[src/sv/ted_pkg.sv]
// Package for the text encoding detector.
// Holds the encoding codes, confidence levels and byte constants.
// No dependencies.
`default_nettype none

package ted_pkg;

  typedef enum logic [2:0] {
    ENC_UTF8    = 3'd0,
    ENC_UTF16LE = 3'd1,
    ENC_UTF16BE = 3'd2,
    ENC_GBK     = 3'd3,
    ENC_LATIN1  = 3'd4,
    ENC_ASCII   = 3'd5
  } enc_t;

  localparam logic [6:0] CONF_FULL   = 7'd100;
  localparam logic [6:0] CONF_UTF8   = 7'd90;
  localparam logic [6:0] CONF_GBK    = 7'd85;
  localparam logic [6:0] CONF_LATIN1 = 7'd20;

  localparam logic [7:0] BOM_UTF8_0 = 8'hEF;
  localparam logic [7:0] BOM_UTF8_1 = 8'hBB;
  localparam logic [7:0] BOM_UTF8_2 = 8'hBF;
  localparam logic [7:0] BOM_FF     = 8'hFF;
  localparam logic [7:0] BOM_FE     = 8'hFE;

  localparam logic [7:0] GBK_LEAD_LO  = 8'h81;
  localparam logic [7:0] GBK_LEAD_HI  = 8'hFE;
  localparam logic [7:0] GBK_TRAIL_LO = 8'h40;
  localparam logic [7:0] GBK_TRAIL_MID_HI = 8'h7E;
  localparam logic [7:0] GBK_TRAIL_MID_LO = 8'h80;

endpackage

`default_nettype wire

[src/sv/text_encoding_detector_top.sv]
// Text encoding detector top level: BOM check, ASCII/UTF-8 mask scan, GBK pairing.
// Depends on ted_pkg.
// Verdict is registered on the clock edge that accepts the final (or empty) byte request.
// Throughput: one byte request per cycle; the per-byte state update and verdict
// logic sit between the scan registers and the result register.
// Input is stalled only while a verdict waits and out_ready is low.
// Reset (rst, synchronous): scan state cleared, no verdict pending.
`default_nettype none

module text_encoding_detector_top (
  input  wire logic               clk,
  input  wire logic               rst,
  input  wire logic               in_valid,
  output      logic               in_ready,
  input  wire logic [7:0]         data_byte,
  input  wire logic               last_byte,
  input  wire logic               empty_buffer,
  output      logic               out_valid,
  input  wire logic               out_ready,
  output      ted_pkg::enc_t      encoding,
  output      logic [6:0]         confidence,
  output      logic               has_bom
);
  import ted_pkg::*;

  logic [23:0] head_bytes, head_bytes_next;
  logic [1:0]  byte_index, byte_index_next;
  logic        all_ascii, all_ascii_next;
  logic        utf8_ok, utf8_ok_next;
  logic [1:0]  continuation_left, continuation_left_next;
  logic        gbk_lead_pending, gbk_lead_pending_next;
  logic        gbk_pair_seen, gbk_pair_seen_next;

  enc_t        enc_sel;
  logic [6:0]  conf_sel;
  logic        bom_sel;
  logic        accept;
  logic        finish;
  logic        is_lead, is_trail;
  logic [7:0]  b0, b1, b2;

  assign in_ready = !out_valid || out_ready;
  assign accept   = in_valid && in_ready;
  assign finish   = empty_buffer || last_byte;

  assign is_lead  = (data_byte >= GBK_LEAD_LO) && (data_byte <= GBK_LEAD_HI);
  assign is_trail = ((data_byte >= GBK_TRAIL_LO) && (data_byte <= GBK_TRAIL_MID_HI)) ||
                    ((data_byte >= GBK_TRAIL_MID_LO) && (data_byte <= GBK_LEAD_HI));

  always_comb begin
    head_bytes_next = head_bytes;
    case (byte_index)
      2'd0: head_bytes_next = {head_bytes[23:8], data_byte};
      2'd1: head_bytes_next = {head_bytes[23:16], data_byte, head_bytes[7:0]};
      2'd2: head_bytes_next = {data_byte, head_bytes[15:0]};
      default: head_bytes_next = head_bytes;
    endcase
    byte_index_next = (byte_index == 2'd3) ? byte_index : byte_index + 2'd1;
    all_ascii_next  = all_ascii && !data_byte[7];

    utf8_ok_next           = utf8_ok;
    continuation_left_next = continuation_left;
    if (continuation_left != 2'd0) begin
      if (data_byte[7:6] == 2'b10) begin
        continuation_left_next = continuation_left - 2'd1;
      end else begin
        utf8_ok_next           = 1'b0;
        continuation_left_next = 2'd0;
      end
    end else if (!data_byte[7]) begin
      continuation_left_next = 2'd0;
    end else if (data_byte[7:5] == 3'b110) begin
      continuation_left_next = 2'd1;
    end else if (data_byte[7:4] == 4'b1110) begin
      continuation_left_next = 2'd2;
    end else if (data_byte[7:3] == 5'b11110) begin
      continuation_left_next = 2'd3;
    end else begin
      utf8_ok_next = 1'b0;
    end

    gbk_pair_seen_next = gbk_pair_seen;
    if (gbk_lead_pending && is_trail) begin
      gbk_pair_seen_next    = 1'b1;
      gbk_lead_pending_next = 1'b0;
    end else begin
      gbk_lead_pending_next = is_lead;
    end
  end

  assign b0 = head_bytes_next[7:0];
  assign b1 = head_bytes_next[15:8];
  assign b2 = head_bytes_next[23:16];

  always_comb begin
    enc_sel  = ENC_LATIN1;
    conf_sel = CONF_LATIN1;
    bom_sel  = 1'b0;
    if (empty_buffer) begin
      enc_sel  = ENC_UTF8;
      conf_sel = CONF_FULL;
    end else if (byte_index_next == 2'd3 && b0 == BOM_UTF8_0 &&
                 b1 == BOM_UTF8_1 && b2 == BOM_UTF8_2) begin
      enc_sel  = ENC_UTF8;
      conf_sel = CONF_FULL;
      bom_sel  = 1'b1;
    end else if (byte_index_next >= 2'd2 && b0 == BOM_FF && b1 == BOM_FE) begin
      enc_sel  = ENC_UTF16LE;
      conf_sel = CONF_FULL;
      bom_sel  = 1'b1;
    end else if (byte_index_next >= 2'd2 && b0 == BOM_FE && b1 == BOM_FF) begin
      enc_sel  = ENC_UTF16BE;
      conf_sel = CONF_FULL;
      bom_sel  = 1'b1;
    end else if (all_ascii_next) begin
      enc_sel  = ENC_ASCII;
      conf_sel = CONF_FULL;
    end else if (utf8_ok_next && continuation_left_next == 2'd0) begin
      enc_sel  = ENC_UTF8;
      conf_sel = CONF_UTF8;
    end else if (gbk_pair_seen_next) begin
      enc_sel  = ENC_GBK;
      conf_sel = CONF_GBK;
    end
  end

  always_ff @(posedge clk) begin
    if (rst) begin
      head_bytes        <= '0;
      byte_index        <= '0;
      all_ascii         <= 1'b1;
      utf8_ok           <= 1'b1;
      continuation_left <= '0;
      gbk_lead_pending  <= 1'b0;
      gbk_pair_seen     <= 1'b0;
    end else if (accept) begin
      if (finish) begin
        head_bytes        <= '0;
        byte_index        <= '0;
        all_ascii         <= 1'b1;
        utf8_ok           <= 1'b1;
        continuation_left <= '0;
        gbk_lead_pending  <= 1'b0;
        gbk_pair_seen     <= 1'b0;
      end else begin
        head_bytes        <= head_bytes_next;
        byte_index        <= byte_index_next;
        all_ascii         <= all_ascii_next;
        utf8_ok           <= utf8_ok_next;
        continuation_left <= continuation_left_next;
        gbk_lead_pending  <= gbk_lead_pending_next;
        gbk_pair_seen     <= gbk_pair_seen_next;
      end
    end
  end

  always_ff @(posedge clk) begin
    if (rst) begin
      out_valid <= 1'b0;
    end else if (accept && finish) begin
      out_valid <= 1'b1;
    end else if (out_ready) begin
      out_valid <= 1'b0;
    end
  end

  always_ff @(posedge clk) begin
    if (accept && finish) begin
      encoding   <= enc_sel;
      confidence <= conf_sel;
      has_bom    <= bom_sel;
    end
  end

endmodule

`default_nettype wire

[config.mk]
export PLATFORM = sky130hd
export DESIGN_NAME = text_encoding_detector_top
export DESIGN_NICKNAME = d
export VERILOG_FILES = /design/src/sv/ted_pkg.sv /design/src/sv/text_encoding_detector_top.sv
export SDC_FILE = /design/constraint.sdc
export NUM_CORES = 1
export LEC_CHECK = 0
export BUFFER_PORTS_ARGS = -buffer_cell sky130_fd_sc_hd__buf_2
export CAP_MARGIN = 20
export CORE_ASPECT_RATIO = 2
export CORE_MARGIN = 2
export CORE_UTILIZATION = 51
export DETAILED_ROUTE_END_ITERATION = 7
export GPL_TIMING_DRIVEN = 0
export MAX_ROUTING_LAYER = met4
export PLACE_DENSITY = 0.74
export REMOVE_ABC_BUFFERS = 1
export SYNTH_ARGS = -nofsm -noshare
export SYNTH_HDL_FRONTEND = slang
export SYNTH_SLANG_ARGS = --single-unit
[constraint.sdc]
create_clock -name clk -period 2.1 [get_ports clk]
set_input_delay 0.21 -clock clk [delete_from_list [all_inputs] [get_ports clk]]
set_output_delay 0.21 -clock clk [all_outputs]
set_load 0.005 [all_outputs]
# After elaboration in Yosys (flattened, before gate mapping)
# Index checks and enable logic that the tools add are counted.
# word_totals
output_inout_bits	13
inputBits	14
word_cells	101
ff_bits	44
# classes
add_sub_neg	2
reduce_logical	29
eq_ne	15
magnitude_cmp	6
mux	35
# op_table
cell	count
one-hot mux 24 bit (3 select lines)	1
== test 8 bit, second input constant	7
2-to-1 mux 24 bit	1
2-to-1 mux 2 bit	10
2-to-1 mux 1 bit	18
greater-or-equal comparator 8 bit, second input constant	2
logical AND 1 bit	15
2-to-1 mux 3 bit	3
== test 2 bit, second input constant	4
greater-or-equal comparator 8 x 7 -> 1 bit, second input constant	1
less-or-equal comparator 8 x 7 -> 1 bit, second input constant	1
less-or-equal comparator 8 bit, second input constant	1
2-to-1 mux 7 bit	1
2-to-1 mux 6 bit	1
OR reduction 6 bit	1
== test 5 bit, second input constant	1
OR reduction 5 bit	1
== test 4 bit, second input constant	1
logical NOT 2 bit	2
nonzero test 2 bit	2
OR reduction 4 bit	1
== test 3 bit, second input constant	1
logical OR 1 bit	3
OR reduction 3 bit	1
6 further kinds	7

# Logic depth before layout (Yosys ltp)
# depth
depth_word	12
depth_mapped	8
ltp_nobuf	7

# Least setup slack after synthesis
# No wires, ideal clock.
# synth_path
path_type	register to register
start	register continuation_left[0]
end	register confidence[2], data pin
slack_ns	0.062
t_required_ns	1.828
stages_incl_launch_ff	8
n_path_buf	1
synth_period_minus_slack_ns	2.038
setup_ns	0.272
t_arrival_ns	1.767
cell_sequence	dfxtp_1 -> inv_1 -> ha_1 -> clkbuf_1 -> o21bai_1 -> and4_1 -> nor3_1 -> or4b_1
# synth_via
elab_chain_cells	8
elab_cells_between_ends	12
classes_between	add/sub: 1; mux: 8; reduce/logical: 3
# synth_lines
item	line_no	text
from (decl)	text_encoding_detector_top.sv:30	logic [1:0] continuation_left, continuation_left_next;
from (signal assigned)	text_encoding_detector_top.sv:150	continuation_left <= continuation_left_next;
2-to-1 mux 2 bit	text_encoding_detector_top.sv:76	end else if (data_byte[7:3] == 5'b11110) begin
2-to-1 mux 2 bit	text_encoding_detector_top.sv:74	end else if (data_byte[7:4] == 4'b1110) begin
2-to-1 mux 2 bit	text_encoding_detector_top.sv:72	end else if (data_byte[7:5] == 3'b110) begin
2-to-1 mux 2 bit	text_encoding_detector_top.sv:70	end else if (!data_byte[7]) begin
2-to-1 mux 2 bit	text_encoding_detector_top.sv:63	if (continuation_left != 2'd0) begin
logical NOT 2 bit	text_encoding_detector_top.sv:118	end else if (utf8_ok_next && continuation_left_next == 2'd0) begin
logical AND 1 bit *	text_encoding_detector_top.sv:118	
2-to-1 mux 6 bit *	text_encoding_detector_top.sv:118	
to (signal assigned)	text_encoding_detector_top.sv:170	confidence <= conf_sel;
to (decl)	text_encoding_detector_top.sv:21	output logic [6:0] confidence,
# Every way passes the cells marked *; elsewhere a longest branch is shown, timed or not.
# A chain may end at the register's enable or synchronous reset.

# Final worst setup path
# layout_path
start	register byte_index[0]
end	register encoding[1], data pin
# layout_via
elab_chain_cells	7
elab_cells_between_ends	25
classes_between	add/sub: 1; order compare: 1; eq/ne: 11; mux: 3; reduce/logical: 9
# layout_lines
item	line_no	text
from (decl)	text_encoding_detector_top.sv:27	logic [1:0] byte_index, byte_index_next;
from (signal assigned)	text_encoding_detector_top.sv:147	byte_index <= byte_index_next;
== test 2 bit, or another cell as far along	text_encoding_detector_top.sv:52	case (byte_index)
one-hot mux 24 bit (3 select lines) or 2-to-1 mux 2 bit (tied branches)	text_encoding_detector_top.sv:52, text_encoding_detector_top.sv:58	
== test 8 bit or == test 2 bit (tied branches)	text_encoding_detector_top.sv:102	end else if (byte_index_next == 2'd3 && b0 == BOM_UTF8_0 &&
logical AND 1 bit (2 in series)	text_encoding_detector_top.sv:102	
logical AND 1 bit	text_encoding_detector_top.sv:103	b1 == BOM_UTF8_1 && b2 == BOM_UTF8_2) begin
OR reduction 3 bit (no line)	--	
to (signal assigned)	text_encoding_detector_top.sv:169	encoding <= enc_sel;
to (decl)	text_encoding_detector_top.sv:20	output ted_pkg::enc_t encoding,
# Several ways; a longest one is shown, not always the timed one.

==> tab_implementation.tex <==
\begin{tabular}{lr}
\hline
Metric & Value \\
\hline
\multicolumn{2}{l}{\textbf{Critical path}} \\
\quad Critical-path cell list & or2b\_4 > mux2i\_4 > or3b\_4 > or4\_4 > a211oi\_2 \\
\quad Critical Path End & encoding[1] \\
\quad Worst setup path startpoint & byte\_index[0] \\
\quad CP Launch Type & register \\
\quad CP peak stage delay & 0.45 ns \\
\quad Crit path capture type & register \\
\quad Category of the critical setup timing path & register to register \\
\quad R2R depth & 5 \\
\quad Signal arrival time at the worst endpoint & 2.26 ns \\
\quad Start of the worst register-to-register path & byte\_index[0] \\
\quad R2R Path End & encoding[1] \\
\quad Standard cell with the maximum stage delay on the critical path & sky130\_fd\_sc\_hd\_\_or3b\_4 \\
\quad Required arrival time at the worst endpoint & 2.24 ns \\
\quad CP Max Fanout & 7 \\
\quad Internal reg-to-reg setup slack & -0.02 ns \\
\multicolumn{2}{l}{\textbf{Pwr}} \\
\quad Clock network power share & 36.6\% \\
\quad Largest voltage drop on the vdd net & 551 uV \\
\quad Part of the power in registers & 52.3\% \\
\quad Internal Dissipation & 0.00127 W \\
\quad Gate power share & 11.1\% \\
\quad Power density cells & 664 mW/mm\^{}2 \\
\quad Sw Ratio & 24.3\% \\
\quad Lkg Pwr & 0.892 nW \\
\quad Net load switching power & 0.000407 W \\
\quad Overall power of the completed layout & 0.00168 W \\
\multicolumn{2}{l}{\textbf{Synth}} \\
\quad Post-synth cell types & 52 \\
\quad Yosys warnings & 0 \\
\quad Ys async rst share & 0\% \\
\quad Primary FF master, synth & sky130\_fd\_sc\_hd\_\_dfxtp\_1 \\
\quad Summed instance area of the synthesized netlist & 0.00213 mm\^{}2 \\
\quad Post-synthesis area per instance & 9.06 um\^{}2 \\
\quad Number of storage elements in the synthesis netlist & 43 \\
\quad Post-synth EDFFs & 10 \\
\quad Register area share after synthesis & 45.1\% \\
\quad Post-synthesis cell count & 235 \\
\multicolumn{2}{l}{\textbf{Detailed routing}} \\
\quad Number of nets with antenna violations after detailed routing & 0 \\
\quad Average routed wire per standard cell & 16.3 um \\
\quad 1st-pass router iterations & 4 \\
\quad Vias per Instance & 6.23 \\
\quad DRC violation total after the first TritonRoute iteration & 79 \\
\quad Detailed Route WL & 5090 um \\
\quad Total number of vias & 1,943 \\
\quad Remaining DRCs & 0 \\
\multicolumn{2}{l}{\textbf{Placed design}} \\
\quad Count of port buffers added during placement & 26 \\
\quad Placed Area & 0.00226 mm\^{}2 \\
\quad Final weighted congestion in routability-driven placement & 0.883 \\
\quad Detailed Place HPWL & 3680 um \\
\multicolumn{2}{l}{\textbf{Cells and area}} \\
\quad Most common library cell in the layout ignoring fill and taps & sky130\_fd\_sc\_hd\_\_nor2\_1 \\
\quad Nets & 274 \\
\quad Total of fill cells in the finished design & 385 \\
\quad Core Util, Final & 62.5\% \\
\quad Highest-count cells in the layout ignoring fill and taps & sky130\_fd\_sc\_hd\_\_nor2\_1, sky130\_fd\_sc\_hd\_\_dfxtp\_1, sky130\_fd\_sc\_hd\_\_buf\_2, sky130\_fd\_sc\_hd\_\_a22oi\_1 \\
\quad Layout cells sized above 1 & 24.6\% \\
\quad Antenna cells & 0 \\
\quad Layout area overhead & 18.7\% \\
\quad Fin area & 0.00253 mm\^{}2 \\
\multicolumn{2}{l}{\textbf{Floorplanning}} \\
\quad Chip width & 49.7 um \\
\quad Die area & 0.00474 mm\^{}2 \\
\quad Count of pins on the block boundary & 27 \\
\quad Y dimension of the die & 95.4 um \\
\quad Initial Util & 52.6\% \\
\quad Row Count & 33 \\
\quad Core Area & 0.00405 mm\^{}2 \\
\multicolumn{2}{l}{\textbf{CTS}} \\
\quad Number of buffers created by CTS & 5 \\
\quad CTS tree & built \\
\quad Number of buffers inserted by hold repair at cts & 0 \\
\quad Clock Pin Slew Worst Setup and Hold Paths & 0.08 ns \\
\quad Largest buffer count on any clock path & 2 \\
\quad Clk sink count & 43 \\
\quad Worst-skew pair later-pin latency & 0.30 ns \\
\quad H-tree levels & 2 \\
\quad Root buffer cell & sky130\_fd\_sc\_hd\_\_clkbuf\_8 \\
\multicolumn{2}{l}{\textbf{Min path}} \\
\quad Worst min-delay path category & input port to register \\
\multicolumn{2}{l}{\textbf{GRT}} \\
\quad Global-route wire length before repair & 8350 um \\
\quad Total gr overflow & 0 \\
\quad Antenna violations before repair & 0 \\
\quad Pin count of the biggest net entering global routing & 32 \\
\quad Number of global-route vias before repair & 1,817 \\
\quad GRT Overall Usage & 23.8\% \\
\multicolumn{2}{l}{\textbf{Timing}} \\
\quad Final setup fails & 1 \\
\quad RSZ-0062 raised after global routing & yes \\
\quad Share of the clock period used by the worst path after layout & 101\% \\
\quad Slew @ Worst Pin & 0.808 ns \\
\quad Number of hold-slack violations in the final timing report & 0 \\
\quad Shortest period the worst path allows & 2.12 ns \\
\quad Worst relative slew slack & 45.7\% \\
\quad Final-layout worst hold slack & 0.274 ns \\
\quad Pins over their slew limit & 0 \\
\quad Clock Skews & 0.00737 ns \\
\quad Crit path setup slack, layout & -0.0204 ns \\
\quad Maximum clock rate & 472 MHz \\
\multicolumn{2}{l}{\textbf{Run status}} \\
\quad Violations in the final reports & setup timing \\
\quad Result of the run & finished with violations \\
\multicolumn{2}{l}{\textbf{Job}} \\
\quad MaxCap Viol Count & 0 \\
\hline
\end{tabular}
[state kept, by name (all words and copies together) (netlist names)]
signal	flops
utf8_ok	1
continuation_left	2
encoding	3
gbk_lead_pending	1
all_ascii	1
has_bom	1
gbk_pair_seen	1
out_valid	1
confidence	6
head_bytes	24
byte_index	2
[layer usage]
layer  vias up  share of wire (%)  GRT usage [%]
met3        18                4.0           3.61
li1        934                  -              -
met5         -                  0              -
met2        60                 54           43.2
met4         0                4.8           13.9
met1       931                 37           23.4
[synthesized netlist by cell type, drive strengths merged, types with 2 or more instances]
master / n / area, um^2
nor2b: 3 / 18.8
o31ai: 4 / 30.0
nor3: 8 / 40.0
inv: 6 / 22.5
edfxtp: 10 / 300
nand2b: 7 / 43.8
or4: 4 / 33.8
nand4: 4 / 25.0
a21oi: 8 / 40.0
nor4: 7 / 50.1
a31oi: 2 / 12.5
o211ai: 3 / 22.5
a211oi: 3 / 22.5
buf: 3 / 23.8
clkbuf: 10 / 37.5
a22oi: 25 / 188
nand2: 10 / 37.5
nand3: 6 / 30.0
mux2i: 4 / 40.0
nand4b: 3 / 26.3
o21bai: 2 / 15.0
dfxtp: 33 / 661
a21o: 3 / 22.5
or3: 2 / 12.5
nor2: 37 / 139
o21ai: 7 / 35.0
[worst min path at each step]
stage	start	endpoint	slack (ns)	cells past startpoint
after global placement	utf8_ok	utf8_ok	0.44	1
after detailed placement	utf8_ok	utf8_ok	0.44	1
after global routing	data_byte[1]	head_bytes[9]	0.30	3
after CTS	data_byte[0]	head_bytes[16]	0.28	3
final	in_valid	continuation_left[1]	0.27	3
after floorplan	rst	out_valid	0.28	1
[logic make-up (layout without fill, tap and decap cells)]
family	Yosys count	count (layout)	share of synthesized area [%]
and+or+nand+nor	101	101	25.3
buffers and inverters	19	44	3.94
adders and majority gates	1	1	0.587
muxes	5	5	2.41
AOI/OAI and AO/OA	66	66	22.6
DFF	43	43	45.1
[area by class of cell]
class	count	area (um^2)	share of cell area [%]
Timing Repair Buffer	30	160	6.33
Inverter	6	22.5	0.891
Sequential cell	43	971	38.4
Multi-Input combinational cell	173	1200	47.4
Clock inverter	1	5.00	0.198
Tap cell	52	65.1	2.57
Clock buffer	7	108	4.26
[power by group through the flow]
stage / sequential [W] / combinational [W] / clock (W)
floorplan: 0.000900 / 0.0000858 / 0
global placement: 0.000899 / 0.000163 / 0
detailed placement: 0.000899 / 0.000166 / 0
CTS: 0.000878 / 0.000174 / 0.000622
global route: 0.000881 / 0.000205 / 0.000665
finish: 0.000878 / 0.000186 / 0.000614
[critical path: cells and delay by family, from the launching register on]
kind             cells  cell delay (ns)
AND/OR/NAND/NOR      3             1.19
flip-flops           1             0.39
multiplexers         1             0.21
AO/OA/AOI/OAI        1             0.18
[what timing repair did]
| action | CTS | global route |
|---|---|---|
| buffers inserted | 2 | 2 |
| endpoints found under the hold margin | 0 | 0 |
| resized for setup | 15 | 13 |
| setup endpoints to repair | 10 | 9 |
| pin swaps | 3 | 2 |
| cloned | 0 | 0 |
[metrics by stage]
stage | setup TNS (ns) | std cells | worst slack, ns
2_1_floorplan | -0.0565 | 222 | -0.0327
3_3_place_gp | -2.05 | 300 | -0.287
3_5_place_dp | -2.32 | 300 | -0.305
4_1_cts | 0 | 310 | 0.000229
5_1_grt | -0.411 | 312 | -0.0720
6_report | -0.0204 | 312 | -0.0204
Power figures use the tool's default switching activity.
